==> src/hdl/rbb_pkg.sv <==
// ----------------------------------------------------------------------------
// rbb_pkg
// shared types and constants of the renko brick builder
// ----------------------------------------------------------------------------
package rbb_pkg;

  localparam int unsigned RbbMaxBricks = 64;
  localparam int unsigned PriceW       = 32;
  localparam int unsigned TimeW        = 48;
  localparam int unsigned BoxW         = 16;
  localparam logic [BoxW-1:0] BoxReset = 16'd100;

  localparam int unsigned InDataW  = 80;
  localparam int unsigned OutDataW = 112;
  localparam int unsigned OutUserW = 2;

  // request to the shared add/subtract unit
  typedef struct packed {
    logic [PriceW-1:0] a;
    logic [PriceW-1:0] b;
    logic              sub;
  } alu_req_t;

  // result: bit PriceW is carry on add, borrow on subtract
  typedef logic [PriceW:0] alu_res_t;

endpackage

==> src/hdl/rbb_alu.sv <==
// ----------------------------------------------------------------------------
// rbb_alu
// shared 32-bit add/subtract unit with carry/borrow out
// ----------------------------------------------------------------------------
module rbb_alu (
  input  rbb_pkg::alu_req_t req_i,
  output rbb_pkg::alu_res_t res_o
);
  import rbb_pkg::*;

  always_comb begin
    if (req_i.sub) begin
      res_o = {1'b0, req_i.a} - {1'b0, req_i.b};
    end else begin
      res_o = {1'b0, req_i.a} + {1'b0, req_i.b};
    end
  end

endmodule

==> src/hdl/rbb_seq.sv <==
// ----------------------------------------------------------------------------
// rbb_seq
// sequencer: direction test, brick count by repeated subtraction, emission
// ----------------------------------------------------------------------------
module rbb_seq #(
  parameter int unsigned MAX_BRICKS = rbb_pkg::RbbMaxBricks
) (
  input  logic                          clk_i,
  input  logic                          rst_ni,
  input  logic [rbb_pkg::BoxW-1:0]      box_i,
  input  logic                          in_valid_i,
  output logic                          in_ready_o,
  input  logic [rbb_pkg::PriceW-1:0]    in_price_i,
  input  logic [rbb_pkg::TimeW-1:0]     in_time_i,
  output rbb_pkg::alu_req_t             alu_req_o,
  input  rbb_pkg::alu_res_t             alu_res_i,
  output logic                          out_valid_o,
  input  logic                          out_ready_i,
  output logic [rbb_pkg::PriceW-1:0]    out_open_o,
  output logic [rbb_pkg::PriceW-1:0]    out_close_o,
  output logic                          out_down_o,
  output logic [rbb_pkg::TimeW-1:0]     out_time_o,
  output logic                          out_last_o,
  output logic                          out_clip_o
);
  import rbb_pkg::*;

  localparam int unsigned CntW = $clog2(MAX_BRICKS + 1);

  typedef enum logic [2:0] {
    S_IDLE, S_DIFF, S_NEG, S_TEST, S_CLOSE, S_REM, S_LAST, S_OUT
  } state_e;

  state_e            state_q;
  logic              valid_q;
  logic [PriceW-1:0] ref_q, price_q, rem_q, open_q, close_q;
  logic [TimeW-1:0]  time_q;
  logic              down_q, last_q, clip_q, m_valid_q;
  logic [CntW-1:0]   cnt_q;
  logic [PriceW-1:0] box_ext;
  logic              at_max;

  assign box_ext = PriceW'(box_i);
  assign at_max  = (cnt_q == CntW'(MAX_BRICKS - 1));

  always_comb begin
    alu_req_o = '0;
    case (state_q)
      S_DIFF:  alu_req_o = '{a: price_q, b: ref_q,   sub: 1'b1};
      S_NEG:   alu_req_o = '{a: ref_q,   b: price_q, sub: 1'b1};
      S_TEST:  alu_req_o = '{a: rem_q,   b: box_ext, sub: 1'b1};
      S_CLOSE: alu_req_o = '{a: ref_q,   b: box_ext, sub: down_q};
      S_REM:   alu_req_o = '{a: rem_q,   b: box_ext, sub: 1'b1};
      S_LAST:  alu_req_o = '{a: rem_q,   b: box_ext, sub: 1'b1};
      default: alu_req_o = '0;
    endcase
  end

  always_ff @(posedge clk_i or negedge rst_ni) begin
    if (!rst_ni) begin
      state_q   <= S_IDLE;
      valid_q   <= 1'b0;
      ref_q     <= '0;
      price_q   <= '0;
      time_q    <= '0;
      rem_q     <= '0;
      open_q    <= '0;
      close_q   <= '0;
      down_q    <= 1'b0;
      last_q    <= 1'b0;
      clip_q    <= 1'b0;
      m_valid_q <= 1'b0;
      cnt_q     <= '0;
    end else begin
      case (state_q)
        S_IDLE: begin
          if (in_valid_i) begin
            price_q <= in_price_i;
            time_q  <= in_time_i;
            if (!valid_q) begin
              ref_q   <= in_price_i;
              valid_q <= 1'b1;
            end else if (box_i != '0) begin
              state_q <= S_DIFF;
            end
          end
        end
        S_DIFF: begin
          if (!alu_res_i[PriceW]) begin
            rem_q   <= alu_res_i[PriceW-1:0];
            down_q  <= 1'b0;
            state_q <= S_TEST;
          end else begin
            state_q <= S_NEG;
          end
        end
        S_NEG: begin
          rem_q   <= alu_res_i[PriceW-1:0];
          down_q  <= 1'b1;
          state_q <= S_TEST;
        end
        S_TEST: begin
          cnt_q <= '0;
          if (alu_res_i[PriceW]) begin
            state_q <= S_IDLE;
          end else begin
            state_q <= S_CLOSE;
          end
        end
        S_CLOSE: begin
          open_q  <= ref_q;
          close_q <= alu_res_i[PriceW-1:0];
          state_q <= S_REM;
        end
        S_REM: begin
          rem_q   <= alu_res_i[PriceW-1:0];
          state_q <= S_LAST;
        end
        S_LAST: begin
          last_q    <= alu_res_i[PriceW] || at_max;
          clip_q    <= at_max && !alu_res_i[PriceW];
          m_valid_q <= 1'b1;
          state_q   <= S_OUT;
        end
        S_OUT: begin
          if (out_ready_i) begin
            m_valid_q <= 1'b0;
            ref_q     <= close_q;
            if (last_q) begin
              state_q <= S_IDLE;
            end else begin
              cnt_q   <= cnt_q + CntW'(1);
              state_q <= S_CLOSE;
            end
          end
        end
        default: state_q <= S_IDLE;
      endcase
    end
  end

  assign in_ready_o  = (state_q == S_IDLE);
  assign out_valid_o = m_valid_q;
  assign out_open_o  = open_q;
  assign out_close_o = close_q;
  assign out_down_o  = down_q;
  assign out_time_o  = time_q;
  assign out_last_o  = last_q;
  assign out_clip_o  = clip_q;

`ifndef NO_ASSERTIONS
  a_ready_no_brick: assert property (@(posedge clk_i) disable iff (!rst_ni)
    in_ready_o |-> !out_valid_o)
    else $error("input ready while a brick is pending");

  a_clip_on_last: assert property (@(posedge clk_i) disable iff (!rst_ni)
    (out_valid_o && out_clip_o) |-> out_last_o)
    else $error("clip flag on a brick that is not last");

  a_more_bricks: assert property (@(posedge clk_i) disable iff (!rst_ni)
    (out_valid_o && out_ready_i && !out_last_o) |=> !in_ready_o)
    else $error("sequencer went idle in the middle of a run");

  a_cnt_bound: assert property (@(posedge clk_i) disable iff (!rst_ni)
    out_valid_o |-> (cnt_q <= CntW'(MAX_BRICKS - 1)))
    else $error("brick count beyond limit");
`endif

endmodule

==> src/hdl/renko_brick_builder.sv <==
// ----------------------------------------------------------------------------
// renko_brick_builder
// renko chart brick builder: price samples in, up/down bricks out
// ----------------------------------------------------------------------------
// channel  dir  request                     tdata / data
// s_axis   in   one price sample            price, timestamp
// m_axis   out  one brick                   open, close, time; tuser, tlast
// cfg      in   box_size write              box_size
//
// a sample is taken; the first one after reset or one with box size zero ends
// there. otherwise tests run S_DIFF, S_TEST on a rise and S_DIFF, S_NEG, S_TEST
// on a fall; each brick takes S_CLOSE, S_REM, S_LAST and S_OUT, which waits
// for m_axis_tready, all on the one shared 32-bit add/subtract unit.
// s_axis_tready is low while a sample is in work. no clearing pass after reset.
// ----------------------------------------------------------------------------
module renko_brick_builder #(
  parameter int unsigned MAX_BRICKS = rbb_pkg::RbbMaxBricks
) (
  input  logic                           clk_i,
  input  logic                           rst_ni,
  input  logic                           s_axis_tvalid,
  output logic                           s_axis_tready,
  // price [31:0], timestamp [79:32]
  input  logic [rbb_pkg::InDataW-1:0]    s_axis_tdata,
  output logic                           m_axis_tvalid,
  input  logic                           m_axis_tready,
  // brick_open [31:0], brick_close [63:32], brick_time [111:64]
  output logic [rbb_pkg::OutDataW-1:0]   m_axis_tdata,
  // direction_down [0], count_clipped [1]
  output logic [rbb_pkg::OutUserW-1:0]   m_axis_tuser,
  output logic                           m_axis_tlast,
  input  logic                           cfg_valid_i,
  output logic                           cfg_ready_o,
  input  logic [rbb_pkg::BoxW-1:0]       cfg_data_i
);
  import rbb_pkg::*;

  logic [BoxW-1:0]   box_q;
  alu_req_t          alu_req;
  alu_res_t          alu_res;
  logic [PriceW-1:0] open_w, close_w;
  logic [TimeW-1:0]  time_w;
  logic              down_w, last_w, clip_w;

  assign cfg_ready_o = 1'b1;

  always_ff @(posedge clk_i or negedge rst_ni) begin
    if (!rst_ni) begin
      box_q <= BoxReset;
    end else if (cfg_valid_i) begin
      box_q <= cfg_data_i;
    end
  end

  rbb_alu u_alu (
    .req_i (alu_req),
    .res_o (alu_res)
  );

  rbb_seq #(
    .MAX_BRICKS (MAX_BRICKS)
  ) u_seq (
    .clk_i       (clk_i),
    .rst_ni      (rst_ni),
    .box_i       (box_q),
    .in_valid_i  (s_axis_tvalid),
    .in_ready_o  (s_axis_tready),
    .in_price_i  (s_axis_tdata[PriceW-1:0]),
    .in_time_i   (s_axis_tdata[PriceW+TimeW-1:PriceW]),
    .alu_req_o   (alu_req),
    .alu_res_i   (alu_res),
    .out_valid_o (m_axis_tvalid),
    .out_ready_i (m_axis_tready),
    .out_open_o  (open_w),
    .out_close_o (close_w),
    .out_down_o  (down_w),
    .out_time_o  (time_w),
    .out_last_o  (last_w),
    .out_clip_o  (clip_w)
  );

  assign m_axis_tdata = {time_w, close_w, open_w};
  assign m_axis_tuser = {clip_w, down_w};
  assign m_axis_tlast = last_w;

endmodule

==> config.mk <==
export PLATFORM = sky130hd
export DESIGN_NAME = renko_brick_builder
export DESIGN_NICKNAME = d
export VERILOG_FILES = /design/src/hdl/rbb_pkg.sv /design/src/hdl/rbb_alu.sv /design/src/hdl/rbb_seq.sv /design/src/hdl/renko_brick_builder.sv
export SDC_FILE = /design/constraint.sdc
export NUM_CORES = 1
export LEC_CHECK = 0
export BUFFER_PORTS_ARGS = -buffer_cell sky130_fd_sc_hd__buf_2
export CORE_MARGIN = 1
export CORE_UTILIZATION = 30
export DETAILED_ROUTE_END_ITERATION = 10
export SLEW_MARGIN = 20
export SYNTH_ARGS = -nofsm -noshare
export SYNTH_HDL_FRONTEND = slang
export SYNTH_SLANG_ARGS = --single-unit
export TNS_END_PERCENT = 50
==> constraint.sdc <==
create_clock -name clk_i -period 9.3 [get_ports clk_i]
set_clock_uncertainty 0.05 [all_clocks]
set_input_delay 0.93 -clock clk_i [delete_from_list [all_inputs] [get_ports clk_i]]
set_output_delay 0.93 -clock clk_i [all_outputs]
set_load 0.05 [all_outputs]
Word-level counts from Yosys, hierarchy flattened
Index checks and enable logic that the tools add are counted.
W data, S select, Z words.
- add/sub/neg operators: 3
- equal/unequal tests: 15
- multiplexer cells: 23
- reductions and logical operators: 19
- operator list (kind ; number):
    $pmux W65 S4 ; 1
    $mux W32 ; 4
    $pmux W32 S2 ; 2
    $add A32 B32 Y33 ; 1
    $mux W33 ; 1
    $sub A32 B32 Y33 ; 1
    $pmux W3 S8 ; 1
    $mux W3 ; 6
    $reduce_bool A16 Y1 ; 1
    $mux W7 ; 2
    $pmux W7 S2 ; 1
    $eq A3 B3 Y1 const B ; 4
    $ne A2 B2 Y1 const B ; 5
    $reduce_bool A2 Y1 ; 5
    $reduce_and A2 Y1 ; 4
    $reduce_and A4 Y1 ; 2
    $add A7 B1 Y7 const B ; 1
    $eq A7 B6 Y1 const B ; 1
    $eq A3 B2 Y1 const B ; 2
    $ne A2 B1 Y1 const B ; 2
    $pmux W1 S2 ; 2
    $eq A3 B1 Y1 const B ; 1
    $logic_not A3 Y1 ; 1
    $mux W1 ; 3
    6 further kinds ; 6
- bits in registers: 239
- logic and storage cells: 74

Longest topological paths before layout
Gate-level depths: netlist of run 1.
- depth in word-level cells: 7
- mapped depth: 22
- depth with buffers taken out: 17

Cells and area by module
Synthesis of run 1 repeated with hierarchy kept, for this count alone.
- cell total of the unflattened synthesis: 1154
- area total of the unflattened synthesis: 13152.6 um2
- modules (own cells, without submodules) (module ; times used ; cells each ; area each (um2) ; seq. area each (um2)):
    rbb_seq ; 1 ; 743 ; 9890.7 ; 5580.4
    rbb_alu ; 1 ; 373 ; 2582.5 ; 0.0
    renko_brick_builder ; 1 ; 38 ; 679.4 ; 404.1

Least setup slack after synthesis of run 1
Ideal clock, no wire load.
- path type: register -> register
- start point: register u_seq.state_q[0]
- end point: register u_seq.rem_q[1]
- library setup time: 0.127 ns
- arrival: 4.307 ns
- required time: 9.123 ns
- setup slack: 4.816 ns
- stages on the path, launching flop included: 21
- path buffers: 3
- cells stage by stage: dfrtp_1 > buf_6 > mux2_4 > a221oi_2 > a21o_2 > nand4_4 > or2_4 > nor4b_4 > a31oi_4 > a21oi_1 > ha_1 > and3_1 > buf_2 > and3_1 > a221oi_2 > o2111ai_1 > o21ba_4 > o21ai_2 > a21o_1 > buf_6 > mux2_1
- cells in the longest elaborated chain, start to end: 7
- RTL lines (element ; line ; RTL):
    start: declaration ; rbb_seq.sv:34 ; state_e state_q;
    start signal: assignment ; rbb_seq.sv:61 ; state_q <= S_IDLE;
    start signal: assignment ; rbb_seq.sv:84 ; state_q <= S_DIFF;
    start signal: assignment ; rbb_seq.sv:92 ; state_q <= S_TEST;
    $eq A3 B3 Y1 (tied with other cells) ; rbb_seq.sv:48, rbb_seq.sv:75 ;
    $reduce_or A3 Y1 (no line) ; n/a ;
    $pmux W65 S4 ; rbb_seq.sv:48 ; case (state_q)
    $add A32 B32 Y33 / $sub A32 B32 Y33 (equally long branches) ; rbb_alu.sv:15, rbb_alu.sv:13 ;
    $mux W33 ; rbb_alu.sv:12 ; if (req_i.sub) begin
    $mux W32 / $ne A2 B2 Y1 (equally long branches) ; n/a ;
    $pmux W32 S2 / $reduce_and A2 Y1 (equally long branches) ; n/a ;
    end signal: assignment ; rbb_seq.sv:90 ; rem_q <= alu_res_i[PriceW-1:0];
    end signal: assignment ; rbb_seq.sv:98 ; rem_q <= alu_res_i[PriceW-1:0];
    end signal: assignment ; rbb_seq.sv:116 ; rem_q <= alu_res_i[PriceW-1:0];
    end: declaration ; rbb_seq.sv:36 ; logic [PriceW-1:0] ref_q, price_q, rem_q, open_q, close_q;
Several ways; a longest one is shown, not always the timed one. The select of a mux whose other input is x is not followed.
A chain may end at the register's enable or synchronous reset.

Worst setup path after layout of run 1
Ends and elaborated chain as after synthesis.

==> results.ini, run 1 <==
[sta]
slew_violations=0
relSlewSlack_pct=36.1
max_freq_ghz=0.146
period_share_pct=73.7
worst_pin_slew_ps=959
finalSetupViolCount=0
final.min_clock_period_ps=6860
finalHoldViolations=0
rsz0062_at_grt=false
fin_setup_tns_ps=0

[critical_path]
path_class=flip-flop to flip-flop
cp_slowest_stage_delay_ps=1000
regToRegSetupSlack_ps=2440
critPathMaxFanout=38
end_kind=flip-flop
required_ps=9710
crit_chain=nor2b_4 > a22oi_1 > o21a_1 > ha_1 > inv_1 > nor4_4 > a31oi_2 > a21oi_1 > ha_1 > and2_1 > nor2b_1 > nand4_1 > o32a_4 > o21ba_4 > o21ai_2 > a21o_1 > buf_4 > mux2_1
crit_path_frequent_cell=ha_1
critPathLaunchType=flip-flop
cp.arrival_ps=7270
critPathSlowestCell=dfrtp_2

[grt]
grt_pass1_vias=10402
grt_max_degree=97
antenna_found_initial=3
grt_pass1_wl_um=60600
grt_usage_pct=17.2
grt-ovfl-total=0

[final_layout]
layout.nets=1553
multiInputGateArea_um2=6680
final_cells=2027
drive_above_1_share_pct=31.5
area_growth_pct=19.5
final.fill_count=4346
ff_latch_area_um2=5990

[logic_synthesis]
synth.top_cell.area_share_pct=44.8
synth_compound_area_share_pct=16.2
yosys_warnings=0
ys_seq_area_share_pct=45.4
synth_edf_count=0
synth_cells=1233
synth_top_family_by_area=multiplexers
synthXorXnorAreaFrac_pct=2.99
synth_common_cells=dfrtp_1 (236), mux2_2 (143), a21oi_1 (92), mux2i_1 (92), o21ai_0 (88)
muxShareOfSynthArea_pct=19.4
yosysTopAreaCell=dfrtp_1
async_flop_share_pct=100
synth_area_leaders=dfrtp_1 (45%), mux2_2 (12%), mux2i_1 (7.0%), a21oi_1 (3.5%), o21ai_0 (3.3%)
syn_nets=1369
avgSynthCellArea_um2=10.7
synthAdderAreaFrac_pct=3.38
synthFlopType=dfrtp_1
ys_ff_latch=239
yosysMostFrequentCell=dfrtp_1
synth_area_um2=13200
yosysUniqueCellTypes=81
yosys.area_share.simple_pct=8.18

[die]
num_rows=76
initial_core_util_pct=30.5
pin_count=219
die_area_um2=44800
die_w_um=212
die_h_um=212
coreArea_um2=43200

[clock_network]
cts_tree=built
cts_setup_buffers=0
cts_buffers=29
clk_pin_slew_ps=60
cts_root_buf=clkbuf_16
cts_hold_buffers=0
cts_resized=0
clock_path_buffers=3
h-tree-depth=1
clk-insertion-delay-late_ps=580
cts.sinks=239

[routing]
via_count=10232
drc=0
wl_um=38200
first_pass_iters=5
wl_per_cell_um=18.9
viasPerCell=5.05
postRouteAntennaNets=0
drtIter0Drc=666

[run_status]
status=finished clean

[min_path]
holdCritPathClass=primary input to async pin

[place]
globalplace.congestion=0.921
io_buffers=217
dp_cells=1971
hpwl_um=26900

[run]
maxCapViolations=0

-- path summary, 6_finish.rpt --
| check | from | to | depth (start not counted) |
|---|---|---|---|
| worst max-delay path | u_seq.state_q[0] | u_seq.rem_q[1] | 18 |
| worst min-delay path | rst_ni | u_seq.out_open_o[27] | 1 |
| worst max register to register | u_seq.state_q[0] | u_seq.rem_q[1] | 18 |
| worst min register to register | u_seq.out_open_o[25] | u_seq.out_open_o[25] | 1 |
| max in group asynchronous | rst_ni | u_seq.out_time_o[6] | 2 |
| min in group clk_i | u_seq.out_open_o[25] | u_seq.out_open_o[25] | 1 |
-- state kept, by name, summed over array words and instances, names as in the netlist, 7 cells and up --
register / cells
box_q: 16
u_seq.cnt_q: 7
u_seq.out_close_o: 32
u_seq.out_open_o: 32
u_seq.out_time_o: 48
u_seq.price_q: 32
u_seq.ref_q: 32
u_seq.rem_q: 32
-- critical path: cells and delay by family, from the launching register on --
family,cells,cell delay (ps)
and+or+nand+nor,5,1510
adders and majority gates,2,660
buffers and inverters,2,660
AOI/OAI and AO/OA,8,2460
muxes,1,380
DFF,1,1000
-- through the flow --
step	area (um2)	setup WS, ps	utilization (%)	hold slack [ps]
3_5_place_dp	14800	2430	34.2	437
6_report	15700	2440	36.5	312
5_1_grt	15700	1920	36.5	389
2_1_floorplan	13200	4820	-	394
4_1_cts	15700	2410	36.4	364
3_3_place_gp	14800	2570	34.2	416
-- cell families after synthesis --
logic type / after synthesis
simple gates: 222
flops: 239
mux: 237
fa+ha+maj: 35
other cells: 1
compound gates: 329
buf+inv: 125
xor+xnor: 45
-- routing by layer --
metal	share of wire, %	up-vias	track usage, %
met5	0.052	-	0
met4	2.0	4	4.77
met3	5.6	45	3.16
met2	47	258	28.0
met1	45	5065	23.2
li1	-	4860	-
-- cell usage in the layout (no fill, tap or decap), types with 4 or more instances in the layout --
cell       netlist  layout
o21ai_0         88      88
a211oi_1         4       4
a31oi_1         14      14
nand3_1         13      13
a221oi_1        10      10
xnor2_1         21      20
nand4_1          8       8
dfrtp_1        236     235
buf_2           13     216
nor3_1          11       9
a2111oi_0        4       4
o21bai_1         5       5
nand2_1         75      74
a21o_1          13      13
xor2_1          24      24
and3_1           6       6
clkbuf_16        0      29
clkbuf_1        49      10
and2_1           7       6
o21a_1           7       7
a22o_1          15      15
nor4_1          12      12
a21oi_1         92      92
clkinv_2         0       4
mux2_2         143     143
nor2_1          68      68
inv_1           47      47
a21o_2           4       4
a22oi_1         39      39
mux2i_1         92      92
buf_4            5      14
ha_1            34      34
-- layout make-up --
type                    count  area share (%)
clock buffers              42            5.11
flip-flops and latches    239            38.0
repair buffers            231            7.63
well taps                 585            4.65
multi-input cells         869            42.4
clock inverters            12            1.03
diodes                      2          0.0318
inverters                  47            1.12
Power of run 1 is not shown: default switching activity piles up to over one toggle a cycle in this logic, so the estimate is an artifact.
==> inputs of run 2 (changes only) <==
clock period = 6.3 ns   (was 9.3 ns; I/O delays follow)
==> results.ini, run 2 (synthesis gave the netlist of run 1 again) <==
[final_layout]
final_common_cell=dfrtp_1
largest_reg_flops=48
drive_above_1_share_pct=32.4
finalInstanceArea_um2=15900
final.fill_count=4391
ff_latch_area_um2=5990
layout.nets=1570
layout_common_cells=dfrtp_1 (235), buf_2 (216), mux2_2 (143)
multiInputGateArea_um2=6660
final_cells=2043
area_growth_pct=20.5

[routing]
first_pass_iters=5
wl_um=38100
via_count=10323
wl_per_cell_um=18.6
drtIter0Drc=596
drc=0
viasPerCell=5.05
postRouteAntennaNets=0

[critical_path]
end_kind=flip-flop
critPathSlowestCell=dfrtp_2
crit_start=u_seq.state_q[0]
cp_slowest_stage_delay_ps=670
cp.arrival_ps=5930
crit_path_frequent_cell=buf_4
crit_chain=buf_4 > mux2_2 > a221oi_1 > a21o_2 > nand4_1 > nand2b_4 > nor4_4 > a31oi_2 > buf_4 > a21oi_1 > ha_1 > and3_1 > and3_1 > a221oi_2 > o2111ai_1 > o21ba_4 > o21ai_2 > a21o_1 > buf_4 > mux2_1
required_ps=6680
critPathMaxFanout=19
r2r-start=u_seq.state_q[0]
path_class=flip-flop to flip-flop
critPathLaunchType=flip-flop

[die]
die_area_um2=44800
pin_count=219
coreArea_um2=43200
num_rows=76
die_w_um=212
die_h_um=212
initial_core_util_pct=30.5

[clock_network]
clk_pin_slew_ps=60
cts.sinks=239
cts_resized=0
cts_buffers=29
clk-insertion-delay-late_ps=570
clock_path_buffers=3
h-tree-depth=1
cts_root_buf=clkbuf_16
cts_setup_buffers=0
cts_tree=built

[place]
hpwl_um=27500
globalplace.congestion=0.908
dpl-instance-area_um2=14900
io_buffers=217
dp_cells=1986

[sta]
fin_hold_ws_ps=243
slew_violations=0
rsz0062_at_grt=false
max_freq_ghz=0.180
final.min_clock_period_ps=5550
finalSetupViolCount=0
relSlewSlack_pct=30.5
worst_pin_slew_ps=1040
period_share_pct=88.0
finalHoldViolations=0
fin_setup_tns_ps=0

[grt]
grt_pass1_vias=10274
grt_usage_pct=17.0
grt_pass1_wl_um=59800
antenna_found_initial=0
grt_max_degree=121
grt-ovfl-total=0

[min_path]
holdCritPathClass=primary input to flip-flop
hold_path.startpoint=s_axis_tdata[76]

[run_status]
status=finished clean

[run]
maxCapViolations=0

==> run 2: cell types whose count changed in the layout (fill, tap and decap cells not counted), sizes merged <==
cell,delta
buf,+16
bufinv,-1
clkbuf,-1
clkinv,-2
clkinvlp,+3
diode,-1
dlygate4sd3,+1
inv,+1
==> run 2: cell type report <==
cell class / count / share of cell area (%)
diodes: 1 / 0.0158
flip-flops and latches: 239 / 37.7
clock inverters: 13 / 0.890
well taps: 585 / 4.61
clock buffers: 41 / 5.17
inverters: 47 / 1.11
multi-input cells: 869 / 41.9
repair buffers: 248 / 8.59
==> run 2: what timing repair did <==
action | 4_1_cts | 5_1_grt
endpoints found under the setup margin | 0 | 0
hold endpoints to repair | 0 | 28
hold buffers | 0 | 1
==> run 2: metal layers <==
layer / wire [um] / vias to the layer above / track usage [%]
met4: 836 / 0 / 4.75
met2: 17400 / 266 / 26.9
met3: 1990 / 53 / 2.79
li1: - / 4895 / -
met1: 17800 / 5109 / 23.8
met5: 0 / - / 0
==> run 2: final timing paths <==
kind / endpoint / slack [ps] / cells past startpoint
min: u_seq.out_time_o[44] / 240 / 2
min reg2reg: u_seq.out_open_o[25] / 450 / 1
max in group asynchronous: u_seq.out_time_o[20] / 4760 / 3
max reg2reg: u_seq.rem_q[1] / 750 / 20
min in group asynchronous: u_seq.price_q[29] / 490 / 2
max: u_seq.rem_q[1] / 750 / 20
==> run 2: worst max-delay path: cells and delay by family, from the launching register on <==
family,cells,cell delay (ps)
compound gates,9,1800
flops,1,670
mux,2,670
simple gates,5,1140
fa+ha+maj,1,300
buf+inv,3,770
==> run 2: per-stage QoR <==
stage | worst slack [ps] | util, %
finish | 753 | 36.8
global route | 457 | 36.8
CTS | 780 | 36.7
detailed placement | 812 | 34.5
global placement | 918 | 34.5
floorplan | 1820 | -
Power of run 2 is left out for the same reason.
==> inputs of run 3 (changes only) <==
CORE_UTILIZATION = 52   (was 30)
PLACE_DENSITY = 0.77   (was unset)
REMOVE_ABC_BUFFERS = 1   (was unset)
clock period = 4.49 ns   (was 6.3 ns; I/O delays follow)
==> results.ini, run 3 (synthesis gave the netlist of run 1 again) <==
[critical_path]
critPathLaunchType=flip-flop
critPathMaxFanout=11
required_ps=4880
path_class=flip-flop to flip-flop
cp.arrival_ps=5030
end_kind=flip-flop
ff2ff_path_depth=21

[min_path]
holdCritPathClass=primary input to flip-flop
holdPathStages=2

[sta]
worst_pin_slew_ps=870
relSlewSlack_pct=42.0
slew_violations=0
finalSetupViolCount=39
fin_setup_tns_ps=-3880
max_freq_ghz=0.216
period_share_pct=103
final.min_clock_period_ps=4640
rsz0062_at_grt=true
worst_slack_ps=-146
finalHoldViolations=0

[clock_network]
h-tree-depth=1
cts_buffers=27
clk_pin_slew_ps=60
clock_path_buffers=3
cts_root_buf=clkbuf_16
clk-insertion-delay-late_ps=530
cts.sinks=239
cts_tree=built

[routing]
drc=0
wl_per_cell_um=20.0
first_pass_iters=7
via_count=11209
drtIter0Drc=867
postRouteAntennaNets=0
viasPerCell=5.89
wl_um=38000

[die]
coreArea_um2=24600
pin_count=219
die_area_um2=26000
num_rows=57
die_w_um=161
initial_core_util_pct=53.6
die_h_um=161

[place]
io_buffers=217
hpwl_um=26100
dp_cells=1832
globalplace.congestion=0.951
dpl-instance-area_um2=15400

[grt]
grt_pass1_vias=11360
grt_pass1_wl_um=59500
grt-ovfl-total=0
grt_usage_pct=28.5
grt_max_degree=113
antenna_found_initial=0

[run_status]
status=finished, violations left
violations=setup timing

[final_layout]
layout.nets=1695
drive_above_1_share_pct=41.7
finalInstanceArea_um2=17000
final_common_cell=dfrtp_1
ff_latch_area_um2=5990
final_cells=1903
multiInputGateArea_um2=7070
final.fill_count=1840
layout_common_cells=dfrtp_1 (234), buf_2 (216), mux2_2 (142)
largest_reg_flops=48
antenna_cells=0
area_growth_pct=28.9
final_util_pct=69.0

[run]
maxCapViolations=0

==> run 3: per-layer routing <==
layer  global-route usage (%)  up-vias  routed length, um
li1                         -     5126                  -
met1                     38.3     5484              16000
met2                     47.1      492              17900
met3                     4.78      107               2750
met4                     9.13        0               1330
met5                        0        -                  0
==> run 3: metrics by stage <==
| step | setup slack [ps] | hold WS [ps] |
|---|---|---|
| after global placement | -243 | 415 |
| after floorplan | -3270 | 103 |
| after detailed placement | -351 | 436 |
| after global routing | -301 | 78.4 |
| after CTS | -24.6 | 78.8 |
| final | -146 | 93.2 |
==> run 3: final timing paths <==
check	from	end	slack, ps
hold / removal	s_axis_tdata[43]	u_seq.out_time_o[11]	90
setup / recovery	u_seq.state_q[0]	u_seq.rem_q[21]	-150
min in group asynchronous	rst_ni	u_seq.out_time_o[18]	530
hold reg to reg	u_seq.out_open_o[22]	u_seq.out_open_o[22]	450
setup reg to reg	u_seq.state_q[0]	u_seq.rem_q[21]	-150
max in group asynchronous	rst_ni	box_q[2]	2790
==> run 3: timing repair <==
| item | CTS | global route |
|---|---|---|
| setup endpoints to repair | 48 | 53 |
| setup buffers | 4 | 15 |
| hold endpoints to repair | 62 | 0 |
| cloned | 0 | 2 |
| hold buffers | 1 | 0 |
| gates resized for setup | 39 | 68 |
| pin swaps | 9 | 29 |
==> run 3: final cells by class <==
type	count	area share (%)
Sequential cell	239	35.2
Inverter	47	1.04
Multi-Input combinational cell	870	41.6
Timing Repair Buffer	374	14.1
Tap cell	324	2.39
Clock inverter	11	0.840
Clock buffer	38	4.75
==> run 3: critical path, stage by stage (launching register included) <==
cell,delay [ps]
dfrtp_2,420
buf_6,150
buf_6,120
mux2_4,290
a221oi_2,230
a21o_2,160
nand4_4,70
or2_4,260
nor4b_4,250
buf_4,180
a31oi_4,150
a21oi_2,190
ha_4,170
and2_1,150
nor2b_4,180
nand4_1,140
o32a_4,360
o21ba_4,210
o21ai_4,180
a21o_4,240
buf_12,180
mux2i_1,200
Power of run 3 is left out for the same reason.
